## src/hdl/pfc_pkg.sv

```systemverilog
// Package for the Playfair digraph cipher: letter and cell types, command codes,
// controller to datapath command and status structs, and small coordinate helpers.
// Depends on nothing; every other file of the block imports it.
`default_nettype none

package pfc_pkg;

   typedef logic [4:0] letter_type;
   typedef logic [4:0] cell_type;
   typedef logic [2:0] coord_type;

   typedef enum logic [1:0] {
      CMD_START  = 2'd0,
      CMD_KEY    = 2'd1,
      CMD_FINISH = 2'd2,
      CMD_PAIR   = 2'd3
   } command_type;

   localparam int unsigned LETTERS = 26;
   localparam int unsigned CELLS   = 25;

   localparam letter_type LETTER_I = 5'd8;
   localparam letter_type LETTER_J = 5'd9;
   localparam letter_type LETTER_Z = 5'd25;
   localparam cell_type   CELL_COUNT = 5'd25;
   localparam coord_type  SIDE_LAST  = 3'd4;

   typedef struct packed {
      logic clear;
      logic place_key;
      logic fill_start;
      logic fill_step;
      logic lookup;
      logic square_read;
      logic rsp_load;
   } dp_cmd_type;

   typedef struct packed {
      logic square_done;
      logic fill_last;
   } dp_status_type;

   // Saturates codes above Z to Z and folds J onto I.
   function automatic letter_type fold_letter(input letter_type l);
      letter_type r;
      r = (l > LETTER_Z) ? LETTER_Z : l;
      if (r == LETTER_J) begin
         r = LETTER_I;
      end
      return r;
   endfunction

   function automatic coord_type cell_row(input cell_type p);
      coord_type r;
      priority if (p < 5'd5) begin
         r = 3'd0;
      end else if (p < 5'd10) begin
         r = 3'd1;
      end else if (p < 5'd15) begin
         r = 3'd2;
      end else if (p < 5'd20) begin
         r = 3'd3;
      end else begin
         r = 3'd4;
      end
      return r;
   endfunction

   function automatic cell_type cell_index(input coord_type row, input coord_type col);
      cell_type r5;
      r5 = {2'b00, row};
      return cell_type'((r5 << 2) + r5 + {2'b00, col});
   endfunction

   function automatic coord_type cell_col(input cell_type p);
      return coord_type'(p - cell_index(cell_row(p), 3'd0));
   endfunction

   // Moves one place forward (encrypt) or back (decrypt) round a row or column.
   function automatic coord_type step_coord(input coord_type c, input logic back);
      coord_type r;
      if (back) begin
         r = (c == 3'd0) ? SIDE_LAST : coord_type'(c - 3'd1);
      end else begin
         r = (c == SIDE_LAST) ? 3'd0 : coord_type'(c + 3'd1);
      end
      return r;
   endfunction

endpackage

`default_nettype wire

```

## src/hdl/pfc_req_if.sv

```systemverilog
// Request channel interface: valid, ready, command and two letters.
// Depends on pfc_pkg for the command and letter types.
`default_nettype none

interface pfc_req_if import pfc_pkg::*; ();
   logic        valid;
   logic        ready;
   command_type command;
   letter_type  letter_a;
   letter_type  letter_b;

   modport source (output valid, command, letter_a, letter_b, input ready);
   modport sink   (input valid, command, letter_a, letter_b, output ready);
endinterface

`default_nettype wire

```

## src/hdl/pfc_rsp_if.sv

```systemverilog
// Response channel interface: valid, ready, two transformed letters and a flag.
// Depends on pfc_pkg for the letter type.
`default_nettype none

interface pfc_rsp_if import pfc_pkg::*; ();
   logic       valid;
   logic       ready;
   letter_type out_a;
   letter_type out_b;
   logic       not_ready;

   modport source (output valid, out_a, out_b, not_ready, input ready);
   modport sink   (input valid, out_a, out_b, not_ready, output ready);
endinterface

`default_nettype wire

```

## src/hdl/playfair_digraph_cipher.sv

```systemverilog
// Playfair digraph cipher, top level: request and response channels, direction
// register. Depends on pfc_pkg, pfc_req_if, pfc_rsp_if, pfc_controller, pfc_datapath.
//
// Requests carry a command and up to two letters (0 is A, 25 is Z). A start
// request clears the key square, a key request places one letter (J as I) if
// it is new, a finish request fills the remaining letters in alphabetical
// order, and a pair request encrypts or decrypts one digraph according to the
// direction register (csr_write_data written when csr_write_enable is high).
// Only pair requests produce a response; a pair sent before the square is
// finished returns not_ready with both letters zero.
// A finish request occupies the block while it sweeps the alphabet one letter
// per cycle. A pair request reads the letter positions on acceptance, then the
// square cells, then loads the output register and raises the response valid;
// the two memory reads lie in series, and no new request is taken until the
// response is loaded, so one pair is finished before the next is accepted.
// The response sits in an output register; if the receiver stalls, the block
// holds it and waits before loading the next one, while req_channel.ready
// stays low. Synchronous reset empties the square, clears the direction to
// encrypt and drops any pending response.
`default_nettype none

module playfair_digraph_cipher import pfc_pkg::*; (
   input  logic          clock,
   input  logic          reset,
   pfc_req_if.sink       req_channel,
   pfc_rsp_if.source     rsp_channel,
   input  logic          csr_write_enable,
   input  logic          csr_write_data
);

   dp_cmd_type    dp_cmd;
   dp_status_type dp_status;

   pfc_controller u_controller (
      .clock       (clock),
      .reset       (reset),
      .req_valid   (req_channel.valid),
      .req_command (req_channel.command),
      .req_ready   (req_channel.ready),
      .rsp_valid   (rsp_channel.valid),
      .rsp_ready   (rsp_channel.ready),
      .cmd         (dp_cmd),
      .status      (dp_status)
   );

   pfc_datapath u_datapath (
      .clock            (clock),
      .reset            (reset),
      .cmd              (dp_cmd),
      .status           (dp_status),
      .letter_a         (req_channel.letter_a),
      .letter_b         (req_channel.letter_b),
      .csr_write_enable (csr_write_enable),
      .csr_write_data   (csr_write_data),
      .out_a            (rsp_channel.out_a),
      .out_b            (rsp_channel.out_b),
      .not_ready        (rsp_channel.not_ready)
   );

endmodule

`default_nettype wire

```

## src/hdl/pfc_datapath.sv

```systemverilog
// Datapath: key square and letter position memories, used-letter flags, fill
// counter, pair lookup and response registers. Depends on pfc_pkg.
`default_nettype none

module pfc_datapath import pfc_pkg::*; (
   input  logic          clock,
   input  logic          reset,
   input  dp_cmd_type    cmd,
   output dp_status_type status,
   input  letter_type    letter_a,
   input  letter_type    letter_b,
   input  logic          csr_write_enable,
   input  logic          csr_write_data,
   output letter_type    out_a,
   output letter_type    out_b,
   output logic          not_ready
);

   logic [LETTERS-1:0] letter_used_ff, letter_used_in;
   cell_type           fill_count_ff, fill_count_in;
   logic               square_done_ff, square_done_in;
   letter_type         fill_letter_ff, fill_letter_in;
   logic               direction_ff, direction_in;

   letter_type square_mem [CELLS];
   cell_type   letter_cell_mem [LETTERS];

   cell_type   pos_a_ff, pos_b_ff;
   letter_type sq_a_ff, sq_b_ff;
   letter_type out_a_ff, out_b_ff;
   logic       not_ready_ff;

   letter_type place_raw, place_letter;
   logic       place_en;
   coord_type  row_a, col_a, row_b, col_b;
   coord_type  new_row_a, new_col_a, new_row_b, new_col_b;
   cell_type   addr_a, addr_b;

   always_comb begin
      place_raw    = cmd.fill_step ? fill_letter_ff : letter_a;
      place_letter = fold_letter(place_raw);
      place_en     = ((cmd.place_key && !square_done_ff) || cmd.fill_step)
                     && (place_raw <= LETTER_Z)
                     && !letter_used_ff[place_letter]
                     && (fill_count_ff < CELL_COUNT);
   end

   always_comb begin
      letter_used_in = letter_used_ff;
      fill_count_in  = fill_count_ff;
      square_done_in = square_done_ff;
      fill_letter_in = fill_letter_ff;
      direction_in   = csr_write_enable ? csr_write_data : direction_ff;
      if (cmd.clear) begin
         letter_used_in = '0;
         fill_count_in  = '0;
         square_done_in = 1'b0;
      end
      if (place_en) begin
         letter_used_in[place_letter] = 1'b1;
         fill_count_in = cell_type'(fill_count_ff + 5'd1);
      end
      if (cmd.fill_start) begin
         fill_letter_in = '0;
      end else if (cmd.fill_step) begin
         fill_letter_in = letter_type'(fill_letter_ff + 5'd1);
         if (fill_letter_ff == LETTER_Z) begin
            square_done_in = 1'b1;
         end
      end
   end

   always_ff @(posedge clock) begin
      if (reset) begin
         letter_used_ff <= '0;
         fill_count_ff  <= '0;
         square_done_ff <= 1'b0;
         fill_letter_ff <= '0;
         direction_ff   <= 1'b0;
      end else begin
         letter_used_ff <= letter_used_in;
         fill_count_ff  <= fill_count_in;
         square_done_ff <= square_done_in;
         fill_letter_ff <= fill_letter_in;
         direction_ff   <= direction_in;
      end
   end

   always_ff @(posedge clock) begin
      if (place_en) begin
         square_mem[fill_count_ff]     <= place_letter;
         letter_cell_mem[place_letter] <= fill_count_ff;
      end
      if (cmd.lookup) begin
         pos_a_ff <= letter_cell_mem[fold_letter(letter_a)];
         pos_b_ff <= letter_cell_mem[fold_letter(letter_b)];
      end
      if (cmd.square_read) begin
         sq_a_ff <= square_mem[addr_a];
         sq_b_ff <= square_mem[addr_b];
      end
   end

   always_comb begin
      row_a = cell_row(pos_a_ff);
      col_a = cell_col(pos_a_ff);
      row_b = cell_row(pos_b_ff);
      col_b = cell_col(pos_b_ff);
      if (row_a == row_b) begin
         new_row_a = row_a;
         new_col_a = step_coord(col_a, direction_ff);
         new_row_b = row_b;
         new_col_b = step_coord(col_b, direction_ff);
      end else if (col_a == col_b) begin
         new_row_a = step_coord(row_a, direction_ff);
         new_col_a = col_a;
         new_row_b = step_coord(row_b, direction_ff);
         new_col_b = col_b;
      end else begin
         new_row_a = row_a;
         new_col_a = col_b;
         new_row_b = row_b;
         new_col_b = col_a;
      end
      addr_a = cell_index(new_row_a, new_col_a);
      addr_b = cell_index(new_row_b, new_col_b);
   end

   always_ff @(posedge clock) begin
      if (cmd.rsp_load) begin
         out_a_ff     <= square_done_ff ? sq_a_ff : '0;
         out_b_ff     <= square_done_ff ? sq_b_ff : '0;
         not_ready_ff <= !square_done_ff;
      end
   end

   assign status.square_done = square_done_ff;
   assign status.fill_last   = (fill_letter_ff == LETTER_Z);
   assign out_a     = out_a_ff;
   assign out_b     = out_b_ff;
   assign not_ready = not_ready_ff;

`ifndef SYNTHESIS
   a_fill_matches_used: assert property (@(posedge clock) disable iff (reset)
      $countones(letter_used_ff) == int'(fill_count_ff))
      else $error("Fill count disagrees with the used-letter flags.");

   a_done_means_full: assert property (@(posedge clock) disable iff (reset)
      square_done_ff |-> fill_count_ff == CELL_COUNT)
      else $error("Square marked done without every cell filled.");

   a_j_never_placed: assert property (@(posedge clock) disable iff (reset)
      !letter_used_ff[LETTER_J])
      else $error("The letter J was placed in the square.");
`endif

endmodule

`default_nettype wire

```

## src/hdl/pfc_controller.sv

```systemverilog
// Controller state machine: request handshake, fill sequencing, pair lookup
// sequencing and the response valid register. Depends on pfc_pkg.
`default_nettype none

module pfc_controller import pfc_pkg::*; (
   input  logic          clock,
   input  logic          reset,
   input  logic          req_valid,
   input  command_type   req_command,
   output logic          req_ready,
   output logic          rsp_valid,
   input  logic          rsp_ready,
   output dp_cmd_type    cmd,
   input  dp_status_type status
);

   typedef enum logic [1:0] {
      ST_IDLE,
      ST_FILL,
      ST_LOOK,
      ST_DELIVER
   } state_type;

   state_type state_ff;
   logic      rsp_valid_ff;
   logic      accept;
   logic      slot_free;

   always_comb begin
      req_ready = (state_ff == ST_IDLE);
      accept    = req_valid && req_ready;
      slot_free = !rsp_valid_ff || rsp_ready;
      cmd.clear       = accept && (req_command == CMD_START);
      cmd.place_key   = accept && (req_command == CMD_KEY);
      cmd.fill_start  = accept && (req_command == CMD_FINISH) && !status.square_done;
      cmd.fill_step   = (state_ff == ST_FILL);
      cmd.lookup      = accept && (req_command == CMD_PAIR);
      cmd.square_read = (state_ff == ST_LOOK);
      cmd.rsp_load    = (state_ff == ST_DELIVER) && slot_free;
   end

   always_ff @(posedge clock) begin
      if (reset) begin
         state_ff     <= ST_IDLE;
         rsp_valid_ff <= 1'b0;
      end else begin
         if (cmd.rsp_load) begin
            rsp_valid_ff <= 1'b1;
         end else if (rsp_ready) begin
            rsp_valid_ff <= 1'b0;
         end
         unique case (state_ff)
            ST_IDLE: begin
               if (cmd.fill_start) begin
                  state_ff <= ST_FILL;
               end else if (cmd.lookup) begin
                  state_ff <= ST_LOOK;
               end
            end
            ST_FILL: begin
               if (status.fill_last) begin
                  state_ff <= ST_IDLE;
               end
            end
            ST_LOOK: begin
               state_ff <= ST_DELIVER;
            end
            ST_DELIVER: begin
               if (slot_free) begin
                  state_ff <= ST_IDLE;
               end
            end
            default: begin
               state_ff <= ST_IDLE;
            end
         endcase
      end
   end

   assign rsp_valid = rsp_valid_ff;

`ifndef SYNTHESIS
   a_pair_goes_to_lookup: assert property (@(posedge clock) disable iff (reset)
      cmd.lookup |=> state_ff == ST_LOOK)
      else $error("Accepted pair did not start a lookup.");

   a_no_overwrite: assert property (@(posedge clock) disable iff (reset)
      cmd.rsp_load |-> !(rsp_valid_ff && !rsp_ready))
      else $error("Response overwritten while still waiting.");

   a_fill_ends_done: assert property (@(posedge clock) disable iff (reset)
      (state_ff == ST_FILL && status.fill_last) |=>
         (state_ff == ST_IDLE && status.square_done))
      else $error("Fill sweep ended without a finished square.");
`endif

endmodule

`default_nettype wire
```

## src/flat_wrapper.sv

```systemverilog
// flat-port wrapper written by rule: the top's interface ports become plain ports
module playfair_digraph_cipher_flat import pfc_pkg::*;
  (clock, reset, csr_write_enable, csr_write_data, req_channel_valid, req_channel_command, req_channel_letter_a, req_channel_letter_b, req_channel_ready, rsp_channel_valid, rsp_channel_out_a, rsp_channel_out_b, rsp_channel_not_ready, rsp_channel_ready);
  pfc_req_if req_channel_i ();
  pfc_rsp_if rsp_channel_i ();
  input  logic clock;
  input  logic reset;
  input  logic csr_write_enable;
  input  logic csr_write_data;
  input wire logic [$bits(req_channel_i.valid)-1:0] req_channel_valid;
  input wire logic [$bits(req_channel_i.command)-1:0] req_channel_command;
  input wire logic [$bits(req_channel_i.letter_a)-1:0] req_channel_letter_a;
  input wire logic [$bits(req_channel_i.letter_b)-1:0] req_channel_letter_b;
  output wire logic [$bits(req_channel_i.ready)-1:0] req_channel_ready;
  output wire logic [$bits(rsp_channel_i.valid)-1:0] rsp_channel_valid;
  output wire logic [$bits(rsp_channel_i.out_a)-1:0] rsp_channel_out_a;
  output wire logic [$bits(rsp_channel_i.out_b)-1:0] rsp_channel_out_b;
  output wire logic [$bits(rsp_channel_i.not_ready)-1:0] rsp_channel_not_ready;
  input wire logic [$bits(rsp_channel_i.ready)-1:0] rsp_channel_ready;
  assign req_channel_i.valid = req_channel_valid;
  assign req_channel_i.command = req_channel_command;
  assign req_channel_i.letter_a = req_channel_letter_a;
  assign req_channel_i.letter_b = req_channel_letter_b;
  assign req_channel_ready = req_channel_i.ready;
  assign rsp_channel_valid = rsp_channel_i.valid;
  assign rsp_channel_out_a = rsp_channel_i.out_a;
  assign rsp_channel_out_b = rsp_channel_i.out_b;
  assign rsp_channel_not_ready = rsp_channel_i.not_ready;
  assign rsp_channel_i.ready = rsp_channel_ready;
  playfair_digraph_cipher u_core (.clock(clock), .reset(reset), .req_channel(req_channel_i), .rsp_channel(rsp_channel_i), .csr_write_enable(csr_write_enable), .csr_write_data(csr_write_data));
endmodule
```

## config.mk

```make
export PLATFORM = sky130hd
export DESIGN_NAME = playfair_digraph_cipher_flat
export DESIGN_NICKNAME = d
export VERILOG_FILES = /design/src/hdl/pfc_pkg.sv /design/src/hdl/pfc_req_if.sv /design/src/hdl/pfc_rsp_if.sv /design/src/hdl/playfair_digraph_cipher.sv /design/src/hdl/pfc_datapath.sv /design/src/hdl/pfc_controller.sv /design/src/flat_wrapper.sv
export SDC_FILE = /design/constraint.sdc
export NUM_CORES = 1
export LEC_CHECK = 0
export BUFFER_PORTS_ARGS = -buffer_cell sky130_fd_sc_hd__buf_2
export CAP_MARGIN = 40
export CORE_MARGIN = 1
export CORE_UTILIZATION = 44
export CTS_BUF_LIST = sky130_fd_sc_hd__clkbuf_4
export DETAILED_ROUTE_END_ITERATION = 10
export SLEW_MARGIN = 20
export SYNTH_ARGS = -nofsm -noshare
export SYNTH_HDL_FRONTEND = slang
export SYNTH_SLANG_ARGS = --single-unit
```

## constraint.sdc

```tcl
create_clock -name clock -period 17.8 [get_ports clock]
set_input_delay 0.89 -clock clock [delete_from_list [all_inputs] [get_ports clock]]
set_output_delay 0.89 -clock clock [all_outputs]
set_load 0.01 [all_outputs]
```

==> results of run 1 <==
## cell type report
| cell class | count | area (sq um) |
|---|---|---|
| fillers | 3237 | 18400 |
| flip-flops and latches | 327 | 9410 |
| multi-input cells | 786 | 6710 |
| clock buffers | 127 | 953 |
| well taps | 504 | 631 |
| repair buffers | 62 | 428 |
| clock inverters | 27 | 168 |
| inverters | 34 | 128 |
| diodes | 3 | 7.51 |
## flip-flops by register name, indices dropped and copies added, names as in the netlist, 2 cells and up
name	count
u_core.u_datapath.letter_used_ff	26
u_core.u_datapath.sq_b_ff	5
u_core.u_datapath.pos_a_ff	5
u_core.u_datapath.fill_count_ff	5
u_core.u_datapath.letter_cell_mem	130
u_core.u_datapath.fill_letter_ff	5
u_core.u_datapath.out_a	5
u_core.u_datapath.square_mem	125
u_core.u_datapath.sq_a_ff	5
u_core.u_controller.state_ff	2
u_core.u_datapath.pos_b_ff	5
u_core.u_datapath.out_b	5
## synthesized netlist by cell type (all sizes together) (7+ instances only)
cell	instances
o22ai	67
and2	20
mux4	91
clkbuf	58
nand2	64
mux2	14
xor2	7
a21o	8
nor3	11
buf	31
nor2b	11
edfxtp	286
xnor2	15
mux2i	35
ha	31
a22oi	24
o21ai	35
a21oi	60
inv	34
a211oi	42
nand3	10
nor2	132
o221ai	16
dfxtp	41
## worst max path at each step
stage,slack [ps],cells after the start,startpoint,end
2_1_floorplan,11890,21,u_core.u_datapath.pos_b_ff[1]$_DFFE_PP_,u_core.u_datapath.sq_a_ff[0]$_DFFE_PP_
3_3_place_gp,11620,18,u_core.u_datapath.pos_b_ff[1]$_DFFE_PP_,u_core.u_datapath.sq_b_ff[3]$_DFFE_PP_
3_5_place_dp,11550,20,u_core.u_datapath.pos_a_ff[4]$_DFFE_PP_,u_core.u_datapath.sq_a_ff[4]$_DFFE_PP_
4_1_cts,11500,20,u_core.u_datapath.pos_a_ff[4]$_DFFE_PP_,u_core.u_datapath.sq_a_ff[2]$_DFFE_PP_
5_1_grt,11120,20,u_core.u_datapath.pos_a_ff[4]$_DFFE_PP_,u_core.u_datapath.sq_a_ff[2]$_DFFE_PP_
6_report,11520,20,u_core.u_datapath.pos_a_ff[4]$_DFFE_PP_,u_core.u_datapath.sq_a_ff[2]$_DFFE_PP_
## logic make-up after synthesis
logic type               after synthesis  share of synthesized area [%]
multiplexers                         140                           15.4
other                                  1                         0.0226
AO/OA/AOI/OAI                        297                           12.0
adder cells (fa/ha/maj)               37                           3.06
flip-flops                           327                           56.8
AND/OR/NAND/NOR                      285                           8.07
XOR/XNOR                              22                           1.52
buffers and inverters                123                           3.16
## power by group through the flow
stage	clock [mW]	sequential (mW)	combinational [mW]
floorplan	0	0.880	0.487
global placement	0	0.883	0.642
detailed placement	0	0.883	0.653
CTS	0.683	0.866	0.656
global route	0.723	0.867	0.705
finish	0.664	0.866	0.652
## routing by layer
layer  global-route usage, %  up-vias
met2                    36.1      424
li1                        -     5030
met3                    5.05       82
met1                    29.6     5566
met4                    9.40        0
met5                       0        -
## worst max-delay path, delay by kind of cell (launching register included)
family,cells,cell delay (ps)
multiplexers,3,1200
adder cells (fa/ha/maj),5,1800
flip-flops,1,510
AO/OA/AOI/OAI,3,610
XOR/XNOR,3,750
buffers and inverters,3,370
AND/OR/NAND/NOR,3,770
## metrics by stage
step           cell area [sq um]  hold WS (ps)  total power, mW  cells  utilization [%]
2_1_floorplan              16600           433             1.37   1236                -
5_1_grt                    18400           408             2.29   1869             50.0
3_5_place_dp               17300           449             1.54   1711             46.9
3_3_place_gp               17200           449             1.52   1702             46.5
4_1_cts                    18400           340             2.21   1865             49.9
6_report                   18400           408             2.18   1870             50.0
==> summary.md, run 1 <==
| Metric | Value |
|---|---|
| Max VDD drop | `0.0000607 V` |
| Number of port buffers | `30` |
| Status | `complete, no violations` |
| GP Congestion | `0.822` |
| Seq/Total Area, Yosys | `56.8%` |
| Max Fclk | `0.159 GHz` |
| Commonest non-fill, non-tap cell in the layout | `edfxtp_1` |
| WS Path Type | `reg2reg` |
| Synth top area cells | `edfxtp_1, mux4_2, dfxtp_1` |
| P_sw | `659 uW` |
| HP Start | `csr_write_data` |
| Slowest-stage cell, CP | `fa_1` |
| Post-cts sizing count | `0` |
| CTS Sinks | `327` |
| Fraction of layout instances using a drive strength above 1 | `24.1%` |
| RSZ-0062 raised after global routing | `false` |
| Final antenna-violating net count | `0` |
| Area leader, netlist | `edfxtp_1` |
| Initial antenna violation count | `2` |
| Vias after detailed routing | `11100` |
| R2R Setup Slk | `11520 ps` |
| H-tree lvl count | `3` |
| Pint | `1.52 mW` |
| Crit Reg-Reg Startpoint | `u_core.u_datapath.pos_a_ff[4]$_DFFE_PP_` |
| Max clock buf depth | `3` |
| Die Area | `0.0385 sq mm` |
| Setup bufs post-CTS | `0` |
| Clk root buf | `clkbuf_4` |
| Worst Skew | `43.9 ps` |
| First-pass GRT wire length | `64800 microns` |
| Worst EP required | `18280 ps` |
| Hold Violations, Final | `0` |
| Final Setup Violations | `0` |
| # nets final | `1352` |
| Ys flop type | `edfxtp_1` |
| Pre-CTS WS | `11550 ps` |
| Minimum clock period | `6280 ps` |
| All-layer global routing usage | `22.5%` |
| R2R depth | `20` |
| Worst hold path class | `in2reg` |
| Final period utilization | `35.3%` |
| Synthesis-stage register bit count | `327` |
| Yosys warning count | `0` |
| # DRC | `0` |
| Core Area | `0.0369 sq mm` |
| Largest net degree at the start of global routing | `50` |
| 1st-iter DRT viols | `856` |
| Most frequent cell on the critical path | `fa_1` |
| Sw Share | `30.2%` |
| Met2 wire length | `20300 microns` |
| CP endpoint kind | `register` |
| Layout area overhead | `11.2%` |
| M1 WL | `17700 microns` |
| Count of different cell masters after synthesis | `82` |
| Ys async rst share | `0%` |
| Clock transition at the registers of the reported paths | `60 ps` |
| PD cells | `118 mW/mm^2` |
| Detail Route met3 WL | `2810 microns` |
| Clk_lat worst skew | `760 ps` |
| Final setup TNS | `0 ps` |
| Max_cap viols | `0` |
| Quantity of hold-fixing buffers added after cts | `0` |
| Cell Chain, Critical Path | `nor3b_1, a21oi_1, o2bb2ai_2, ha_1, inv_1, ha_1, nor2_1, fa_1, xnor2_2, xor2_2, nor3b_4, mux2_2, a21o_2, fa_1, inv_1, fa_1, xor2_1, buf_4, mux4_2, mux2_2` |
| Ports | `31` |
| Cts bufs inserted | `86` |
| WHS Endpoint | `u_core.u_datapath.direction_ff$_SDFFE_PP0P_` |
| Clk pwr share | `30.4%` |
| LEAKAGE | `6.41 nW` |
| WL/cell | `22.5 microns` |
| Tightest Pin Transition | `874 ps` |
| Top-area cell type share of the netlist area | `51.8%` |
| Netlist Area Pre-Place | `0.0166 sq mm` |
| Vias in the first global route | `11200` |
| Crit path max fanout | `15` |
| Total grt overflow | `0` |
| FF-to-FF End | `u_core.u_datapath.sq_a_ff[2]$_DFFE_PP_` |
| Pins Over Slew Limit | `0` |
| CTS tree | `done` |
| Die height | `196 microns` |
| Critical path arrival | `6760 ps` |
| Std cell rows | `70` |
| Hold Path Depth | `3` |
| Die W | `196 microns` |
| Startpoint types | `register` |
| Leading cell types in the layout, fill and taps excluded | `edfxtp_1, nor2_1, clkbuf_4, mux4_2, o22ai_1` |
| DP HPWL | `27900 microns` |
| Initial core utilization | `45.0%` |
| Post-Synthesis Cells | `1232` |
| Seq pwr share | `39.7%` |
| Average size of a mapped cell | `13.5 sq um` |
| Min setup slack post-route | `11520 ps` |
| Comb pwr share | `29.9%` |
| DR top layer | `met4` |
| Post-synth EDFFs | `286` |
| Rel. slew slack | `41.3%` |
| Vias per cell | `5.94` |
| Drt pass-1 iters | `5` |
| Delay of the slowest critical-path stage | `520 ps` |
| Total length of routed wires | `42100 microns` |
(Power assumes the default switching activity.)
==> run 2, diff against run 1 <==
==> constraint.sdc (replaced) <==
create_clock -name clock -period 6.2 [get_ports clock]
set_input_delay 0.31 -clock clock [delete_from_list [all_inputs] [get_ports clock]]
set_output_delay 0.31 -clock clock [all_outputs]
set_load 0.01 [all_outputs]
==> run 2 against run 1 <==
Against the previous run: global-route usage barely moved; die area did not move; final area rose by 1.2%; hold slack got worse by 290 ps; total power rose to 2.9 times the previous value; register-to-register slack got worse by 11000 ps; critical path depth rose by 2; combinational power rose to 3.1 times the previous value; largest cell class unchanged; highest routed layer unchanged.
==> summary.md, run 2 (synthesis gave the netlist of run 1 again) <==
| Metric | Value |
|---|---|
| Min setup slack post-route | `327 ps (-11200 ps)` |
| Crit path max fanout | `7 (-8)` |
| Initial antenna violation count | `2 (unchanged)` |
| CTS Sinks | `327 (unchanged)` |
| Number of port buffers | `30 (unchanged)` |
| PD cells | `341 mW/mm^2 (+190%)` |
| Die height | `196 microns (unchanged)` |
| Largest net degree at the start of global routing | `38 (-24%)` |
| CP endpoint kind | `register` |
| Die Area | `0.0385 sq mm (unchanged)` |
| First-pass GRT wire length | `64800 microns (about the same)` |
| H-tree lvl count | `3 (unchanged)` |
| Tightest Pin Transition | `887 ps (+13.3 ps)` |
| # DRC | `0 (unchanged)` |
| Pre-CTS WS | `215 ps (-11330 ps)` |
| Final antenna-violating net count | `0 (unchanged)` |
| Cell Chain, Critical Path | `buf_4, nand2_1, a211o_1, or2b_2, inv_2, xnor2_2, inv_1, ha_1, nor2_1, fa_2, xnor2_1, nand2_1, nor3b_4, mux2_2, a21o_2, fa_1, inv_1, fa_1, xor2_2, buf_6, mux4_2, mux2_2` |
| Overall Power | `6.36 mW (+190%)` |
| Clk root buf | `clkbuf_4` |
| Ports | `31 (unchanged)` |
| Final instance area | `0.0187 sq mm (+1.2%)` |
| Status | `complete, no violations` |
| Pins Over Slew Limit | `0 (unchanged)` |
| Vias in the first global route | `11200 (+0.32%)` |
| Hold Violations, Final | `0 (unchanged)` |
| Top reg by flops | `u_core.u_datapath.letter_cell_mem` |
| Layout Cells excl Fill | `1891 (+1.1%)` |
| Vias after detailed routing | `11200 (+1.3%)` |
| Placed Area | `0.0174 sq mm (+0.66%)` |
| Top flop regs | `u_core.u_datapath.letter_cell_mem x130, u_core.u_datapath.square_mem x125, u_core.u_datapath.letter_used_ff x26` |
| Slowest-stage cell, CP | `fa_1` |
| Final setup TNS | `0 ps (unchanged)` |
| Hold slack | `115 ps (-293 ps)` |
| Total grt overflow | `0 (unchanged)` |
| Top delay family on crit path | `adder cells` |
| WS Path Type | `reg2reg` |
| Worst EP required | `6680 ps (-11600 ps)` |
| Final Setup Violations | `0 (unchanged)` |
| Minimum clock period | `5870 ps (-402 ps)` |
| Max clock buf depth | `3 (unchanged)` |
| GP Congestion | `0.832 (+1.3%)` |
| Finished Core Util | `50.6% (+0.62 points)` |
| Commonest non-fill, non-tap cell in the layout | `edfxtp_1` |
| Post-Place Cells | `1718 (+0.41%)` |
| Initial core utilization | `45.0% (unchanged)` |
| 1st-iter DRT viols | `1097 (+28%)` |
| Layout area overhead | `12.6%` |
| Max Fclk | `0.170 GHz (+6.8%)` |
| Final period utilization | `94.7% (+59 points)` |
| All-layer global routing usage | `22.5% (about the same)` |
| Die W | `196 microns (unchanged)` |
| CTS tree | `done` |
| Leading cell types in the layout, fill and taps excluded | `edfxtp_1, clkbuf_4, nor2_1, mux4_2, o22ai_1` |
| Vias per cell | `5.95 (+0.18%)` |
| # nets final | `1371 (+1.4%)` |
| Startpoint types | `register` |
| Drt pass-1 iters | `5 (unchanged)` |
| Total length of routed wires | `42300 microns (+0.50%)` |
| WL/cell | `22.4 microns (-0.61%)` |
| CP bufs+invs | `5 (+2)` |
| Delay of the slowest critical-path stage | `510 ps (about the same)` |
| DP HPWL | `28200 microns (+1.2%)` |
| Core Area | `0.0369 sq mm (unchanged)` |
| Max_cap viols | `0 (unchanged)` |
| FILL cells | `3227 (-0.31%)` |
| Rel. slew slack | `40.9% (-0.44 points)` |
| Clock transition at the registers of the reported paths | `70 ps (about the same)` |
| Critical path arrival | `6360 ps (-400 ps)` |
| Clk_lat worst skew | `770 ps (about the same)` |
| Std cell rows | `70 (unchanged)` |
| Worst hold path class | `in2reg` |
| Max FFs per register | `130 (unchanged)` |
| Cts bufs inserted | `85 (-1.2%)` |
| Fraction of layout instances using a drive strength above 1 | `25.2% (+1.1 points)` |
| Max VDD drop | `0.000185 V (+200%)` |
| LEAKAGE | `6.46 nW (+0.90%)` |
| Worst Skew | `63.3 ps (+19.4 ps)` |
==> run 2: changes by cell type in the layout (fill, tap and decap cells not counted), sizes merged, moves of 2 or more <==
cell | before | now
buf | 62 | 77
bufinv | 2 | 0
clkbuf | 127 | 132
clkinv | 23 | 21
dlygate4sd3 | 0 | 5
==> run 2: worst paths after layout <==
| path | startpoint | depth (start not counted) | to | slack (ps) |
|---|---|---|---|---|
| max | u_core.u_datapath.pos_b_ff[1]$_DFFE_PP_ | 22 | u_core.u_datapath.sq_a_ff[3]$_DFFE_PP_ | 330 |
| min reg2reg | u_core.u_datapath.letter_used_ff[8]$_SDFF_PP0_ | 2 | u_core.u_datapath.letter_used_ff[8]$_SDFF_PP0_ | 470 |
| max reg2reg | u_core.u_datapath.pos_b_ff[1]$_DFFE_PP_ | 22 | u_core.u_datapath.sq_a_ff[3]$_DFFE_PP_ | 330 |
| min | req_channel_letter_b[4] | 2 | u_core.u_datapath.pos_b_ff[2]$_DFFE_PP_ | 120 |
==> run 2: power by group <==
part	switching, mW	leakage [nW]	internal, mW	total [mW]
clock network	0.882	0.654	0.968	1.85
logic	1.04	2.78	0.986	2.03
registers	0.0208	3.03	2.47	2.49
total	1.94	6.46	4.42	6.36
==> run 2: timing repair <==
item | CTS | global route
setup buffers | 0 | 8
endpoints found under the hold margin | 4 | 0
resized for setup | 0 | 8
setup endpoints to repair | 0 | 10
hold buffers | 5 | 0
==> run 2: cell type report <==
cell class	instances	area, sq um	share of cell area, %
Sequential cell	327	9410	50.4
Tap cell	504	631	3.38
Timing Repair Buffer	82	681	3.65
Inverter	34	128	0.684
Clock inverter	24	96.3	0.516
Multi-Input combinational cell	786	6720	36.0
Clock buffer	132	991	5.31
Antenna cell	2	5.00	0.0268
==> run 2: per-layer routing <==
layer	routed length (microns)	global-route usage [%]	up-vias	share of wire (%)
met5	0	0	-	0
met4	1210	9.11	0	2.9
met3	3190	5.45	84	7.5
met2	19700	34.6	472	47
met1	18200	30.7	5646	43
li1	-	-	5045	-
==> run 2: worst reg2reg max path, cell delays in order (launching register included) <==
cell and delay (ps):
edfxtp_1 440, buf_4 190, nand2_1 80, a211o_1 120
or2b_2 330, inv_2 120, xnor2_2 130, inv_1 60
ha_1 180, nor2_1 150, fa_2 480, xnor2_1 180
nand2_1 120, nor3b_4 240, mux2_2 350, a21o_2 240
fa_1 510, inv_1 70, fa_1 460, xor2_2 190
buf_6 170, mux4_2 510, mux2_2 270
==> run 3, diff against run 2 <==
--- a/config.mk
+++ b/config.mk
@@ -7,10 +7,13 @@
 export LEC_CHECK = 0
 export BUFFER_PORTS_ARGS = -buffer_cell sky130_fd_sc_hd__buf_2
 export CAP_MARGIN = 40
+export CELL_PAD_IN_SITES_DETAIL_PLACEMENT = 2
+export CELL_PAD_IN_SITES_GLOBAL_PLACEMENT = 2
 export CORE_MARGIN = 1
 export CORE_UTILIZATION = 44
 export CTS_BUF_LIST = sky130_fd_sc_hd__clkbuf_4
 export DETAILED_ROUTE_END_ITERATION = 10
+export PLACE_DENSITY_LB_ADDON = 0.1
 export SLEW_MARGIN = 20
 export SYNTH_ARGS = -nofsm -noshare
 export SYNTH_HDL_FRONTEND = slang
==> run 3 against run 2 <==
Against the previous run: via count increased by 1.6%; non-clock buffer count increased by 5; sequential power hardly changed; flip-flop and latch count stayed put; first-iteration DRC count fell by 39%; die area unchanged; clock skew grew 21 ps; count of clock-buffer cells in the layout shrank 3; combinational power is 5% higher; wire length grew 20%; clock power rose by 2%; sequential share of layout area about the same; critical path type unchanged; largest cell class unchanged.
==> summary.md, run 3 (synthesis gave the netlist of run 1 again) <==
| Metric | Value |
|---|---|
| Total grt overflow | `0 (unchanged)` |
| P_sw | `2.06 mW (+5.9%)` |
| CTS tree | `done` |
| LEAKAGE | `6.48 nW (+0.19%)` |
| Overall Power | `6.51 mW (+2.3%)` |
| Number of port buffers | `30 (unchanged)` |
| 1st-iter DRT viols | `664 (-39%)` |
| FILL cells | `3568 (+11%)` |
| Vias per cell | `6.06 (+1.9%)` |
| Pins Over Slew Limit | `0 (unchanged)` |
| Die Area | `0.0385 sq mm (unchanged)` |
| CTS Sinks | `327 (unchanged)` |
| Worst EP required | `6740 ps (+60 ps)` |
| Seq pwr share | `38.2% (-0.9 points)` |
| HP Start | `reset` |
| Top reg by flops | `u_core.u_datapath.letter_cell_mem` |
| Multi-input gate area | `0.00671 sq mm (about the same)` |
| PD cells | `349 mW/mm^2 (+2.3%)` |
| Critical path arrival | `6460 ps (+100 ps)` |
| Pre-CTS WS | `143 ps (-72.0 ps)` |
| Minimum clock period | `5920 ps (+45.7 ps)` |
| Pint | `4.45 mW (+0.69%)` |
| Fraction of layout instances using a drive strength above 1 | `25.2% (about the same)` |
| Final instance area | `0.0187 sq mm (about the same)` |
| Clk pwr share | `29.0% (about the same)` |
| Layout area overhead | `12.6% (about the same)` |
| GP Congestion | `0.772 (-7.3%)` |
| Largest net degree at the start of global routing | `37 (-2.6%)` |
| Drt pass-1 iters | `5 (unchanged)` |
| Hold Path Depth | `3 (+1)` |
| Rel. slew slack | `37.7% (-3.2 points)` |
| Max VDD drop | `0.000208 V (+13%)` |
| First-pass GRT wire length | `77100 microns (+19%)` |
| Top flop regs | `u_core.u_datapath.letter_cell_mem x130, u_core.u_datapath.square_mem x125, u_core.u_datapath.letter_used_ff x26` |
| Ports | `31 (unchanged)` |
| Finished Core Util | `50.6% (about the same)` |
| Hold Violations, Final | `0 (unchanged)` |
| Initial core utilization | `45.0% (unchanged)` |
| Status | `complete, no violations` |
| Std cell rows | `70 (unchanged)` |
| Tightest Pin Transition | `935 ps (+47.9 ps)` |
| Clock transition at the registers of the reported paths | `70 ps (about the same)` |
| Clk_lat worst skew | `810 ps (+40 ps)` |
| Core Area | `0.0369 sq mm (unchanged)` |
| Worst hold path class | `in2reg` |
| Final period utilization | `95.5% (+0.74 points)` |
| WHS Endpoint | `u_core.u_datapath.letter_used_ff[25]$_SDFF_PP0_` |
| Initial antenna violation count | `1 (-1)` |
| Worst Skew | `84.7 ps (+21.4 ps)` |
| H-tree lvl count | `3 (unchanged)` |
| Final antenna-violating net count | `0 (unchanged)` |
| Die height | `196 microns (unchanged)` |
| WL/cell | `26.9 microns (+20%)` |
| DP HPWL | `34600 microns (+23%)` |
| CP endpoint kind | `register` |
| R2R Setup Slk | `280 ps (-50 ps)` |
| Max FFs per register | `130 (unchanged)` |
| Comb pwr share | `32.8% (+0.9 points)` |
| # nets final | `1377 (+0.44%)` |
| # DRC | `0 (unchanged)` |
| Max Fclk | `0.169 GHz (-0.77%)` |
| Cts bufs inserted | `86 (+1.2%)` |
| FF+latch area | `0.00941 sq mm (unchanged)` |
| Startpoint types | `register` |
| Die W | `196 microns (unchanged)` |
| Commonest non-fill, non-tap cell in the layout | `edfxtp_1` |
| Total length of routed wires | `50800 microns (+20%)` |
| WS Path Type | `reg2reg` |
| Min setup slack post-route | `281 ps (-45.8 ps)` |
| Clk root buf | `clkbuf_4` |
| FF-to-FF End | `u_core.u_datapath.sq_a_ff[3]$_DFFE_PP_` |
| All-layer global routing usage | `27.2% (+4.7 points)` |
| R2R depth | `21 (-4.5%)` |
| Crit path max fanout | `12 (+5)` |
| Crit Reg-Reg Startpoint | `u_core.u_datapath.pos_b_ff[2]$_DFFE_PP_` |
| Max clock buf depth | `3 (unchanged)` |
| Leading cell types in the layout, fill and taps excluded | `edfxtp_1, nor2_1, clkbuf_4, mux4_2, o22ai_1` |
| Vias after detailed routing | `11400 (+1.6%)` |
| Max_cap viols | `0 (unchanged)` |
| Sw Share | `31.6% (+1.1 points)` |
| Placed Area | `0.0174 sq mm (about the same)` |
| Vias in the first global route | `12600 (+12%)` |
| Final Setup Violations | `0 (unchanged)` |
-- run 3: changes by cell type in the layout (fill, tap and decap cells not counted), sizes merged --
cell	change
buf	+4
bufinv	+1
clkbuf	-3
clkinv	-8
diode	-1
dlygate4sd3	+1
inv	+1
-- run 3: what timing repair did --
action                                 CTS  global route
setup endpoints to repair                0            10
hold buffers                             6             0
endpoints found under the hold margin    5             0
gates resized for setup                  0             7
setup buffers                            0             7
-- run 3: worst max-delay path, stage by stage, from the launching register on --
cell and delay [ps]:
edfxtp_1 480, or3b_1 440, o31ai_1 80, or2b_2 170
inv_1 110, xnor2_2 160, inv_1 60, ha_1 170
nor2_1 130, fa_2 510, xnor2_1 180, nand2_1 130
nor3b_4 250, mux2_2 360, a21o_2 240, fa_1 510
inv_1 70, fa_1 430, xor2_1 190, buf_6 200
mux4_2 530, mux2_2 300
-- run 3: how the worst max path moves through the flow --
| stage | endpoint | start | slack, ps |
|---|---|---|---|
| 2_1_floorplan | u_core.u_datapath.sq_a_ff[0]$_DFFE_PP_ | u_core.u_datapath.pos_b_ff[1]$_DFFE_PP_ | 290 |
| 3_3_place_gp | u_core.u_datapath.sq_a_ff[2]$_DFFE_PP_ | u_core.u_datapath.pos_a_ff[1]$_DFFE_PP_ | 360 |
| 3_5_place_dp | u_core.u_datapath.sq_a_ff[3]$_DFFE_PP_ | u_core.u_datapath.pos_a_ff[1]$_DFFE_PP_ | 140 |
| 4_1_cts | u_core.u_datapath.sq_a_ff[3]$_DFFE_PP_ | u_core.u_datapath.pos_a_ff[1]$_DFFE_PP_ | 150 |
| 5_1_grt | u_core.u_datapath.sq_a_ff[3]$_DFFE_PP_ | u_core.u_datapath.pos_b_ff[2]$_DFFE_PP_ | -40 |
| 6_report | u_core.u_datapath.sq_a_ff[3]$_DFFE_PP_ | u_core.u_datapath.pos_b_ff[2]$_DFFE_PP_ | 280 |
-- run 3: power groups by stage --
stage | logic (mW) | clock network [mW] | registers, mW
detailed placement | 2.05 | 0 | 2.53
CTS | 2.07 | 1.94 | 2.49
global route | 2.28 | 2.03 | 2.49
global placement | 1.96 | 0 | 2.53
floorplan | 1.40 | 0 | 2.53
finish | 2.13 | 1.89 | 2.49
-- run 3: cell type report --
class	instances	area share, %
tap	504	3.38
antenna	1	0.0134
multi-input combinational	786	36.0
inverter	34	0.684
clock inverter	18	0.550
sequential	327	50.4
clock buffer	129	5.19
timing repair buffer	87	3.79
-- run 3: routing by layer --
| metal | track usage [%] | part of all wire, % |
|---|---|---|
| met1 | 33.0 | 40 |
| met2 | 47.7 | 52 |
| met3 | 4.62 | 4.4 |
| met4 | 11.5 | 3.6 |
| met5 | 0 | 0 |
-- run 3: through the flow --
step | TNS [ps] | std cells | hold slack (ps)
2_1_floorplan | 0 | 1236 | 433
3_3_place_gp | 0 | 1712 | 455
3_5_place_dp | 0 | 1722 | 463
4_1_cts | 0 | 1875 | 13.8
5_1_grt | -54.4 | 1886 | 68.0
6_report | 0 | 1886 | 81.9
